==> config.mk <==
export PLATFORM = sky130hd
export DESIGN_NAME = vc_allocator_first_free
export DESIGN_NICKNAME = d
export VERILOG_FILES = /design/src/hdl/vcaff_pkg.sv /design/src/hdl/vcaff_pick.sv /design/src/hdl/vc_allocator_first_free.sv
export SDC_FILE = /design/constraint.sdc
export NUM_CORES = 1
export LEC_CHECK = 0
export BUFFER_PORTS_ARGS = -buffer_cell sky130_fd_sc_hd__buf_2
export CAP_MARGIN = 40
export CORE_AREA = 2 2 67 69
export CTS_CLUSTER_SIZE = 24
export DETAILED_ROUTE_END_ITERATION = 10
export DIE_AREA = 0 0 69 71
export PLACE_DENSITY = 0.67
export SYNTH_ARGS = -nofsm -noshare
export SYNTH_HDL_FRONTEND = slang
export SYNTH_SLANG_ARGS = --single-unit
==> constraint.sdc <==
create_clock -name clk -period 5.7 [get_ports clk]
set_input_delay 0.285 -clock clk [delete_from_list [all_inputs] [get_ports clk]]
set_output_delay 0.285 -clock clk [all_outputs]
set_load 0.005 [all_outputs]
==> src/hdl/vcaff_pkg.sv <==
// Shared constants, codes and types of the first-free virtual-channel allocator.
`default_nettype none
package vcaff_pkg;

	// Router geometry
	localparam int NUM_DIRS     = 5;
	localparam int NUM_CHANNELS = 4;

	// Fixed field widths of the item ports
	localparam int DIR_W  = 3;
	localparam int CH_W   = 2;
	localparam int MASK_W = 4;

	// Index widths into the state arrays
	localparam int DIR_IDX_W = (NUM_DIRS > 1) ? $clog2(NUM_DIRS) : 1;
	localparam int CH_IDX_W  = (NUM_CHANNELS > 1) ? $clog2(NUM_CHANNELS) : 1;

	// Operation codes
	localparam logic OP_CREDIT  = 1'b0;
	localparam logic OP_REQUEST = 1'b1;

	typedef logic [NUM_CHANNELS-1:0] chan_vec_t;

	// Outcome of the channel search
	typedef struct packed {
		logic                found;
		logic [CH_IDX_W-1:0] idx;
		chan_vec_t           onehot;
	} pick_t;

endpackage
`default_nettype wire

==> src/hdl/vcaff_pick.sv <==
// Lowest-free channel search with optional preference for non-congested channels.
`default_nettype none
module vcaff_pick (
	input  wire vcaff_pkg::chan_vec_t avail,
	input  wire vcaff_pkg::chan_vec_t congested,
	input  wire logic                 aware,
	output vcaff_pkg::pick_t          pick
);

	vcaff_pkg::chan_vec_t avail_nc;
	vcaff_pkg::chan_vec_t cand;
	vcaff_pkg::chan_vec_t oh;
	logic [vcaff_pkg::CH_IDX_W-1:0] idx;

	// Fall back to any free channel when no free channel is uncongested
	assign avail_nc = avail & ~congested;
	assign cand     = (aware && (|avail_nc)) ? avail_nc : avail;
	// Isolate the lowest set bit
	assign oh       = cand & (~cand + vcaff_pkg::chan_vec_t'(1));

	always_comb begin
		idx = '0;
		for (int i = 0; i < vcaff_pkg::NUM_CHANNELS; i++) begin
			if (oh[i]) begin
				idx = idx | vcaff_pkg::CH_IDX_W'(i);
			end
		end
	end

	assign pick.found  = |oh;
	assign pick.idx    = idx;
	assign pick.onehot = oh;

endmodule
`default_nettype wire

==> src/hdl/vc_allocator_first_free.sv <==
// Top level of the first-free virtual-channel allocator for a router output stage.
//
//   channel  | dir | handshake                    | payload
//   ---------+-----+------------------------------+---------------------------------------
//   input    | in  | in_valid / in_stall (out)    | operation, direction, channel_index,
//            |     |                              | channel_free, congested_mask
//   result   | out | out_valid / out_stall (in)   | found, granted_channel
//   config   | in  | cfg_valid / cfg_ready (out)  | cfg_wdata -> congestion_aware
//
// One item per cycle sustained while no request is held by a stalled result; a request passes
// the input register, then the result register. The search and the free-bit update sit between
// those registers, so back-to-back items on one direction see each other.
// Reset marks every channel of every direction free and clears congestion_aware.
// A stalled result holds in the result register; the input register keeps draining credit
// items and only holds a request while the result register is full and stalled.
`default_nettype none
module vc_allocator_first_free (
	input  wire  logic                        clk,
	input  wire  logic                        arst_n,

	input  wire  logic                        in_valid,
	output logic                              in_stall,
	input  wire  logic                        operation,
	input  wire  logic [vcaff_pkg::DIR_W-1:0] direction,
	input  wire  logic [vcaff_pkg::CH_W-1:0]  channel_index,
	input  wire  logic                        channel_free,
	input  wire  logic [vcaff_pkg::MASK_W-1:0] congested_mask,

	output logic                              out_valid,
	input  wire  logic                        out_stall,
	output logic                              found,
	output logic [vcaff_pkg::CH_W-1:0]        granted_channel,

	input  wire  logic                        cfg_valid,
	output logic                              cfg_ready,
	input  wire  logic                        cfg_wdata
);

	// Configuration
	logic congestion_aware_q;

	// Input register
	logic                              valid_s1;
	logic                              op_s1;
	logic [vcaff_pkg::DIR_W-1:0]       dir_s1;
	logic [vcaff_pkg::CH_W-1:0]        ch_s1;
	logic                              credit_s1;
	logic [vcaff_pkg::MASK_W-1:0]      mask_s1;

	// Free bits per direction
	vcaff_pkg::chan_vec_t free_q [vcaff_pkg::NUM_DIRS];

	// Result register
	logic                              out_valid_q;
	logic                              found_q;
	logic [vcaff_pkg::CH_W-1:0]        granted_q;

	// Stage control
	logic out_free;
	logic s1_retire;
	logic s1_load;
	logic res_load;

	// Datapath
	logic                                dir_ok;
	logic                                ch_ok;
	logic [vcaff_pkg::DIR_IDX_W-1:0]     dir_idx;
	logic [vcaff_pkg::CH_IDX_W-1:0]      ch_idx;
	vcaff_pkg::chan_vec_t                sel_free;
	vcaff_pkg::chan_vec_t                ch_bit;
	vcaff_pkg::chan_vec_t                cong;
	vcaff_pkg::chan_vec_t                next_free;
	logic                                upd_en;
	logic                                grant_ok;
	vcaff_pkg::pick_t                    pick;

	assign cfg_ready = 1'b1;

	// A credit item retires with no result; a request needs room in the result register
	assign out_free  = !out_valid_q || !out_stall;
	assign s1_retire = valid_s1 && ((op_s1 == vcaff_pkg::OP_CREDIT) || out_free);
	assign s1_load   = in_valid && !in_stall;
	assign in_stall  = valid_s1 && !s1_retire;
	assign res_load  = s1_retire && (op_s1 == vcaff_pkg::OP_REQUEST);

	assign dir_ok  = 32'(dir_s1) < vcaff_pkg::NUM_DIRS;
	assign ch_ok   = 32'(ch_s1) < vcaff_pkg::NUM_CHANNELS;
	assign dir_idx = vcaff_pkg::DIR_IDX_W'(dir_s1);
	assign ch_idx  = vcaff_pkg::CH_IDX_W'(ch_s1);
	// Drop mask bits beyond the channel count
	assign cong    = vcaff_pkg::NUM_CHANNELS'(mask_s1);
	assign ch_bit  = vcaff_pkg::chan_vec_t'(1) << ch_idx;

	assign sel_free = dir_ok ? free_q[dir_idx] : '0;

	vcaff_pick u_pick (
		.avail     (sel_free),
		.congested (cong),
		.aware     (congestion_aware_q),
		.pick      (pick)
	);

	assign grant_ok = dir_ok && pick.found;

	always_comb begin
		next_free = sel_free;
		upd_en    = 1'b0;
		case (op_s1)
			vcaff_pkg::OP_CREDIT: begin
				// Ignore credits for a direction or channel that does not exist
				upd_en    = dir_ok && ch_ok;
				next_free = credit_s1 ? (sel_free | ch_bit) : (sel_free & ~ch_bit);
			end
			vcaff_pkg::OP_REQUEST: begin
				// Mark the granted channel busy
				upd_en    = grant_ok;
				next_free = sel_free & ~pick.onehot;
			end
			default: begin
				upd_en    = 1'b0;
				next_free = sel_free;
			end
		endcase
	end

	// Configuration register
	always_ff @(posedge clk or negedge arst_n) begin
		if (!arst_n) begin
			congestion_aware_q <= 1'b0;
		end else if (cfg_valid && cfg_ready) begin
			congestion_aware_q <= cfg_wdata;
		end
	end

	// Input register: control
	always_ff @(posedge clk or negedge arst_n) begin
		if (!arst_n) begin
			valid_s1 <= 1'b0;
		end else if (s1_load) begin
			valid_s1 <= 1'b1;
		end else if (s1_retire) begin
			valid_s1 <= 1'b0;
		end
	end

	// Input register: payload
	always_ff @(posedge clk) begin
		if (s1_load) begin
			op_s1     <= operation;
			dir_s1    <= direction;
			ch_s1     <= channel_index;
			credit_s1 <= channel_free;
			mask_s1   <= congested_mask;
		end
	end

	// Free bits: all channels free after reset
	always_ff @(posedge clk or negedge arst_n) begin
		if (!arst_n) begin
			for (int d = 0; d < vcaff_pkg::NUM_DIRS; d++) begin
				free_q[d] <= '1;
			end
		end else if (s1_retire && upd_en) begin
			free_q[dir_idx] <= next_free;
		end
	end

	// Result register: control
	always_ff @(posedge clk or negedge arst_n) begin
		if (!arst_n) begin
			out_valid_q <= 1'b0;
		end else if (res_load) begin
			out_valid_q <= 1'b1;
		end else if (!out_stall) begin
			out_valid_q <= 1'b0;
		end
	end

	// Result register: payload; granted channel reads zero when nothing was free
	always_ff @(posedge clk) begin
		if (res_load) begin
			found_q   <= grant_ok;
			granted_q <= grant_ok ? vcaff_pkg::CH_W'(pick.idx) : '0;
		end
	end

	assign out_valid       = out_valid_q;
	assign found           = found_q;
	assign granted_channel = granted_q;

	// An empty result register never holds back the input
	a_no_stall_when_empty: assert property (@(posedge clk) disable iff (!arst_n)
		!out_valid_q |-> !in_stall)
		else $error("input stalled while result register empty");

	// A credit item never creates a result
	a_credit_no_result: assert property (@(posedge clk) disable iff (!arst_n)
		(valid_s1 && (op_s1 == vcaff_pkg::OP_CREDIT)) |=>
		(out_valid_q == $past(out_valid_q && out_stall)))
		else $error("credit item produced a result");

	// A granted channel is busy right after the grant
	a_grant_marks_busy: assert property (@(posedge clk) disable iff (!arst_n)
		(res_load && grant_ok) |=>
		((free_q[$past(dir_idx)] & $past(pick.onehot)) == '0))
		else $error("granted channel still marked free");

endmodule
`default_nettype wire

==> metrics.md, run 1 <==
| Metric | Value |
|---|---|
| Sequential element share of the synthesized area | `approximately half` |
| Clock Sinks | `37` |
| Syn nets | `about 180` |
| Syn Inst Count | `164` |
| Number of port buffers | `21` |
| H-tree depth | `2` |
| Non-Filler Instances | `240` |
| Leakage power | `approximately 0.88 nW` |
| Reg clk slew, reported paths | `0.08 ns` |
| PwrDens | `between 300 and 400 nW/um2` |
| P_sw | `226 uW` |
| EDFF count, synth | `14` |
| CP max stage delay | `0.66 ns` |
| Placed insts | `between 200 and 250` |
| Worst rel slew slack | `between 40% and 50%` |
| Die Height | `71 um` |
| Clock Power Share | `a little under a quarter` |
| Asr flop ratio synth | `roughly 62%` |
| TNS Setup | `0 ns` |
| Final clock skew | `between 0.007 and 0.008 ns` |
| # IOs | `23` |
| Critical-path cell list | `nor3b_2 -> a311oi_1 -> o21ai_0 -> o211ai_2 -> nor3b_4 -> o21a_1 -> mux2_2` |
| Clk_lat worst skew | `0.29 ns` |
| Final wirelength | `about 4200 um` |
| Crit path time final | `approximately 3.2 ns` |
| TritonCTS clock tree | `done` |
| Post-detailed-route wirelength per cell | `between 15 and 20 um` |
| Worst Hold Class | `primary input to flop` |
| Die W | `69 um` |
| Worst-path maximum fanout | `17` |
| Largest net degree at the start of global routing | `24` |
| Net Sw Frac | `around 30%` |
| Worst VDD drop | `about 210 uV` |
| Cell area after synthesis | `1990 um2` |
| Row count | `24` |
| Core box area | `4200 um2` |
| Post-route ant nets | `0` |
| WP data required | `between 5 and 6 ns` |
| CTS root buf | `clkbuf_8` |
| Final nets | `around 200` |
| Number of distinct library cells after synthesis | `49` |
| Sequential share of power | `between 50% and 60%` |
| Slew of the pin with the lowest slew margin | `slightly above 0.8 ns` |
| Die Area | `around 4900 um2` |
| Dpl hpwl | `3120 um` |
| Most common cell after layout, fill and taps aside | `buf_2` |
| Max cap viols | `0` |
| Inserted Clock Buffers | `5` |
| Starting density of the core | `around 47%` |
| Antenna diode count | `0` |
| Max Root-Sink Buffers | `2` |
| Hold Vio Cnt, Final | `0` |
| Syn Area/Cell | `12.1 um2` |
| Layout cell share with drive strength beyond 1 | `about two fifths` |
| Internal power | `543 uW` |
| DRC Markers | `0` |
| Status | `completed` |
| Vias in the first global route | `1497` |
| CP max stage cell | `edfxtp_1` |
| First-pass GRT wire length | `between 7000 and 8000 um` |
| Vias | `about 1400` |
| Vias per Instance | `roughly 6.0` |
| DR pass1 iterations | `4` |
| Global-route usage over all layers | `between 10% and 20%` |
| Global route total overflow | `0` |
| Starting DRT DRC Count | `around 160` |
| Worst EP arrival | `roughly 3.5 ns` |
| CP Class | `flop to flop` |
| Warnings, synthesis | `0` |
| CP Capture Type | `flop` |
| Largest delay contributor family on the critical path | `compound AO/OA/AOI/OAI gates` |
| Final Max Tran Viols | `0` |
| Initial antenna violation count | `0` |
| Setup crit start kind | `flop` |
| Post-CTS Setup Inserts | `0` |
| Ys flop type | `dfstp_2` |
| Most frequent cells in the layout | `21 x buf_2, 20 x dfstp_2, 18 x mux2_2` |
| Buf/Inv on CP | `0` |
| Final period utilization | `between 50% and 60%` |
| Routability cong. | `~0.88` |
| Final setup vio count | `0` |
| Area grow syn2layout | `11.4%` |
| RSZ-0062 raised after global routing | `false` |
| Gate power share | `approximately a quarter` |
| Number of synthesized register bits | `37` |
| FMAX | `around 0.3 GHz` |
cells in the mapped netlist, types with 2 or more instances:
master	instances	area share [%]
nand4_1	3	0.95
buf_2	2	0.50
a2bb2oi_2	2	1.5
nand4b_1	2	0.88
edfxtp_1	14	21
and3b_1	2	0.88
o21ai_1	2	0.50
nand2b_1	4	1.3
mux2_2	18	10
a22oi_1	2	0.76
nor2_1	8	1.5
dfrtp_1	3	3.8
nor2b_1	4	1.3
clkbuf_1	2	0.38
o22ai_1	2	0.63
nand3_1	5	1.3
a31o_2	2	0.88
mux2i_1	7	3.5
o21a_1	4	1.5
inv_1	3	0.57
o21ai_0	7	1.8
mux2_1	6	3.4
nand2_1	12	2.3
dfstp_2	20	26
buf_6	2	1.1
a21oi_1	2	0.50
o21bai_1	2	0.76
worst reg2reg max path, stage by stage, from the launching register on:
cell	delay, ns
edfxtp_1	0.66
nor3b_2	0.55
a311oi_1	0.26
o21ai_0	0.42
o211ai_2	0.20
nor3b_4	0.38
o21a_1	0.34
mux2_2	0.37
per-layer routing:
| metal | wire [um] | track usage, % | vias up |
|---|---|---|---|
| met3 | 233 | 4.56 | 9 |
| li1 | - | - | 671 |
| met5 | 0 | 0 | - |
| met2 | 2150 | 33.8 | 59 |
| met4 | 81 | 6.97 | 0 |
| met1 | 1700 | 22.4 | 690 |
metrics by stage:
stage / utilization (%) / power (mW) / area (um2) / setup slack, ns / hold slack (ns)
final: 52.6 / 0.768 / 2210 / 2.45 / 0.160
after global routing: 52.6 / 0.814 / 2210 / 2.17 / 0.151
after CTS: 52.6 / 0.772 / 2210 / 2.48 / 0.158
after detailed placement: 50.3 / 0.593 / 2120 / 2.52 / 0.276
after global placement: 50.1 / 0.584 / 2110 / 2.61 / 0.272
after floorplan: - / 0.538 / 1990 / 3.21 / -0.0106
repair_timing:
action,4_1_cts,5_1_grt
endpoints found under the hold margin,3,0
hold buffers,1,0
gates resized for setup,0,0
final timing paths:
path	slack (ns)	endpoint	from	depth (start not counted)
setup / recovery	2.45	free_q[18]	dir_idx[0]	7
hold / removal	0.16	dir_idx[2]	direction[2]	1
setup reg to reg	2.45	free_q[18]	dir_idx[0]	7
hold reg to reg	0.62	free_q[5]	free_q[5]	1
max in group asynchronous	4.86	free_q[17]	arst_n	2
min in group asynchronous	0.49	out_valid	arst_n	2
cell families after synthesis:
family / after synthesis / synth area share, %
compound gates: 36 / 14.2
buf+inv: 10 / 2.96
flops: 37 / 51.4
mux: 31 / 17.1
other cells: 1 / 0.189
simple gates: 49 / 14.1
final cells by class:
type	count	area (um2)
Fill cell	374	1990
Sequential cell	37	1020
Multi-Input combinational cell	117	906
Timing Repair Buffer	23	123
Clock buffer	5	68.8
Tap cell	52	65.1
Clock inverter	3	17.5
Inverter	3	11.3
power by group through the flow:
| stage | Sequential [mW] | Clock [mW] | Combinational [mW] |
|---|---|---|---|
| 2_1_floorplan | 0.391 | 0 | 0.146 |
| 3_3_place_gp | 0.410 | 0 | 0.174 |
| 3_5_place_dp | 0.411 | 0 | 0.183 |
| 4_1_cts | 0.407 | 0.181 | 0.185 |
| 5_1_grt | 0.413 | 0.197 | 0.204 |
| 6_report | 0.407 | 0.177 | 0.184 |
sequential cells by signal, indices dropped and copies added (netlist names):
signal              cells
credit_s1               1
out_valid               1
valid_s1                1
op_s1                   1
congestion_aware_q      1
ch_idx                  2
granted_channel         2
found                   1
dir_idx                 3
cong                    4
free_q                 20
Note: power is estimated with default switching activity, not from simulation.
==> run 2, diff against run 1 <==
==> constraint.sdc (replaced) <==
create_clock -name clk -period 3.4 [get_ports clk]
set_input_delay 0.17 -clock clk [delete_from_list [all_inputs] [get_ports clk]]
set_output_delay 0.17 -clock clk [all_outputs]
set_load 0.005 [all_outputs]
==> run 2 against run 1 <==
Compared with the run above:
- global-route usage hardly changed
- hold slack worse by 0.11 ns
- utilization up 1.4 points
- clock power rose by 90%
- clock skew rose by 0.0028 ns
- non-clock buffer count grew 5
- register-to-register slack lost 2.1 ns
- critical path type unchanged
- highest routed layer unchanged
==> metrics.md, run 2 (synthesis results as in run 1) <==
| Metric | Value |
|---|---|
| Status | `completed` |
| Worst EP arrival | `3.25 ns (-0.22 ns)` |
| Row count | `24 (unchanged)` |
| Crit path time final | `3.03 ns (-0.213 ns)` |
| H-tree depth | `2 (unchanged)` |
| First-pass GRT wire length | `7220 um (+0.57%)` |
| RSZ-0062 raised after global routing | `false` |
| Global-route usage over all layers | `19.0% (-0.025 points)` |
| Cell with the most instances on the worst path | `nor3b_4` |
| Final clock skew | `0.00999 ns (+0.00276 ns)` |
| Most common cell after layout, fill and taps aside | `buf_2` |
| Inserted Clock Buffers | `5 (unchanged)` |
| Tot Pwr | `1.33 mW (+74%)` |
| Initial antenna violation count | `0 (unchanged)` |
| Leakage power | `0.920 nW (+4.0%)` |
| Hold Vio Cnt, Final | `0 (unchanged)` |
| Clock Sinks | `37 (unchanged)` |
| Slew of the pin with the lowest slew margin | `0.777 ns (-0.0277 ns)` |
| Starting density of the core | `47.2% (unchanged)` |
| Most flop-heavy register | `free_q` |
| Post-route ant nets | `0 (unchanged)` |
| TritonCTS clock tree | `done` |
| DR pass1 iterations | `4 (unchanged)` |
| WP data required | `3.62 ns (-2.30 ns)` |
| Most frequent cells in the layout | `21 x buf_2, 20 x dfstp_2, 18 x mux2_2` |
| Max Root-Sink Buffers | `2 (unchanged)` |
| Die W | `69 um (unchanged)` |
| Final wirelength | `4390 um (+5.3%)` |
| Global route total overflow | `0 (unchanged)` |
| Layout cell share with drive strength beyond 1 | `42.5% (+1.0 points)` |
| Clk_lat worst skew | `0.29 ns (about the same)` |
| Final setup vio count | `0 (unchanged)` |
| Worst rel slew slack | `47.6% (+1.9 points)` |
| Worst-path maximum fanout | `7 (-10)` |
| Die Height | `71 um (unchanged)` |
| Area grow syn2layout | `14.4%` |
| Final period utilization | `89.3% (+32 points)` |
| CP Class | `flop to flop` |
| PwrDens | `587 nW/um2 (+69%)` |
| TNS Setup | `0 ns (unchanged)` |
| CP Capture Type | `flop` |
| Number of port buffers | `21 (unchanged)` |
| Max cap viols | `0 (unchanged)` |
| Max reg flops | `20 (unchanged)` |
| CP max stage cell | `edfxtp_1` |
| DRC Markers | `0 (unchanged)` |
| Dpl hpwl | `3250 um (+4.2%)` |
| Antenna diode count | `0 (unchanged)` |
| Final nets | `209 (+2.5%)` |
| Routability cong. | `0.887 (+0.41%)` |
| Clock Power Share | `25.1% (+2.1 points)` |
| Final Max Tran Viols | `0 (unchanged)` |
| Sequential share of power | `50.9% (-2.1 points)` |
| Setup crit start kind | `flop` |
| CP max stage delay | `0.49 ns (-0.17 ns)` |
| Area of the multi-input gates | `912 um2 (+0.69%)` |
| Gate power share | `24.0% (about the same)` |
| Worst Hold Class | `primary input to flop` |
| # IOs | `23 (unchanged)` |
| Critical-path cell list | `buf_4 -> nor3b_4 -> a32o_1 -> a221oi_2 -> o211a_1 -> o21ai_1 -> nor3b_4 -> a2bb2oi_2 -> mux2_2` |
| Die Area | `4900 um2 (unchanged)` |
| Reg clk slew, reported paths | `0.08 ns (about the same)` |
| Vias in the first global route | `1476 (-1.4%)` |
| Vias per Instance | `5.84 (-2.0%)` |
| FMAX | `0.330 GHz (+7.0%)` |
| P_sw | `373 uW (+65%)` |
| Fillers | `392 (+4.8%)` |
| CTS root buf | `clkbuf_8` |
| Post-detailed-route wirelength per cell | `17.9 um (+3.1%)` |
| Worst VDD drop | `289 uV (+40%)` |
| Core box area | `4200 um2 (unchanged)` |
| Register area | `1020 um2 (unchanged)` |
| Largest net degree at the start of global routing | `24 (unchanged)` |
| Vias | `1430 (+0.070%)` |
| Starting DRT DRC Count | `86 (-45%)` |
| Internal power | `961 uW (+77%)` |
| Net Sw Frac | `28.0% (-1.4 points)` |
==> run 2: cell count changes in the layout (fill, tap and decap cells not counted) <==
| cell | previous run | this run |
|---|---|---|
| clkbuf_16 | 0 | 1 |
| clkinvlp_4 | 1 | 0 |
| nor3b_2 | 1 | 0 |
| buf_4 | 1 | 6 |
| clkbuf_1 | 0 | 1 |
| nor3b_4 | 1 | 2 |
| clkinv_2 | 2 | 1 |
==> run 2: final timing paths <==
path                              startpoint  slack, ns          to  depth (start not counted)
worst max-delay path              dir_idx[0]       0.37   free_q[3]                          9
worst min-delay path            direction[2]       0.05  dir_idx[2]                          1
worst max register to register    dir_idx[0]       0.37   free_q[3]                          9
worst min register to register     free_q[4]       0.62   free_q[4]                          1
max in group asynchronous             arst_n       2.65  free_q[17]                          2
min in group asynchronous             arst_n       0.38    valid_s1                          2
==> run 2: worst max-delay path: cells and delay by family, from the launching register on <==
family / cells / cell delay [ns]
AOI/OAI and AO/OA: 5 / 1.11
buffers and inverters: 1 / 0.20
DFF: 1 / 0.49
muxes: 1 / 0.38
and+or+nand+nor: 2 / 0.79
==> run 2: timing repair <==
item / 4_1_cts / 5_1_grt
hold buffers: 1 / 0
gates resized for setup: 0 / 1
hold endpoints to repair: 3 / 0
buffers inserted: 0 / 4
endpoints found under the setup margin: 0 / 10
==> run 2: cell type report <==
class / count / area share (%)
well taps: 52 / 2.86
inverters: 3 / 0.496
clock inverters: 1 / 0.220
clock buffers: 7 / 4.30
multi-input cells: 117 / 40.1
flip-flops and latches: 37 / 44.9
repair buffers: 28 / 7.05
==> run 2: power groups by stage <==
| stage | Clock (mW) | Sequential, mW | Combinational (mW) |
|---|---|---|---|
| 5_1_grt | 0.373 | 0.692 | 0.351 |
| 6_report | 0.336 | 0.679 | 0.320 |
| 4_1_cts | 0.343 | 0.680 | 0.315 |
| 3_5_place_dp | 0 | 0.686 | 0.311 |
| 3_3_place_gp | 0 | 0.687 | 0.296 |
| 2_1_floorplan | 0 | 0.656 | 0.246 |
==> run 2: layer usage <==
layer	GRT usage, %	share of wire [%]	routed length [um]	vias to the layer above
met5	0	0	0	-
met4	5.88	1.7	75	0
met3	4.13	4.3	189	10
met2	32.4	51	2250	43
met1	24.2	43	1870	704
li1	-	-	-	673
==> run 2: through the flow <==
step | setup WS, ns | instances | util [%] | instance area [um2] | hold slack, ns
finish | 0.365 | 245 | 54.0 | 2270 | 0.0516
global route | 0.171 | 245 | 54.0 | 2270 | 0.0373
CTS | 0.141 | 241 | 53.2 | 2240 | 0.0485
detailed placement | 0.206 | 232 | 50.5 | 2120 | 0.177
global placement | 0.321 | 231 | 50.3 | 2120 | 0.153
floorplan | 0.908 | 164 | - | 1990 | -0.126
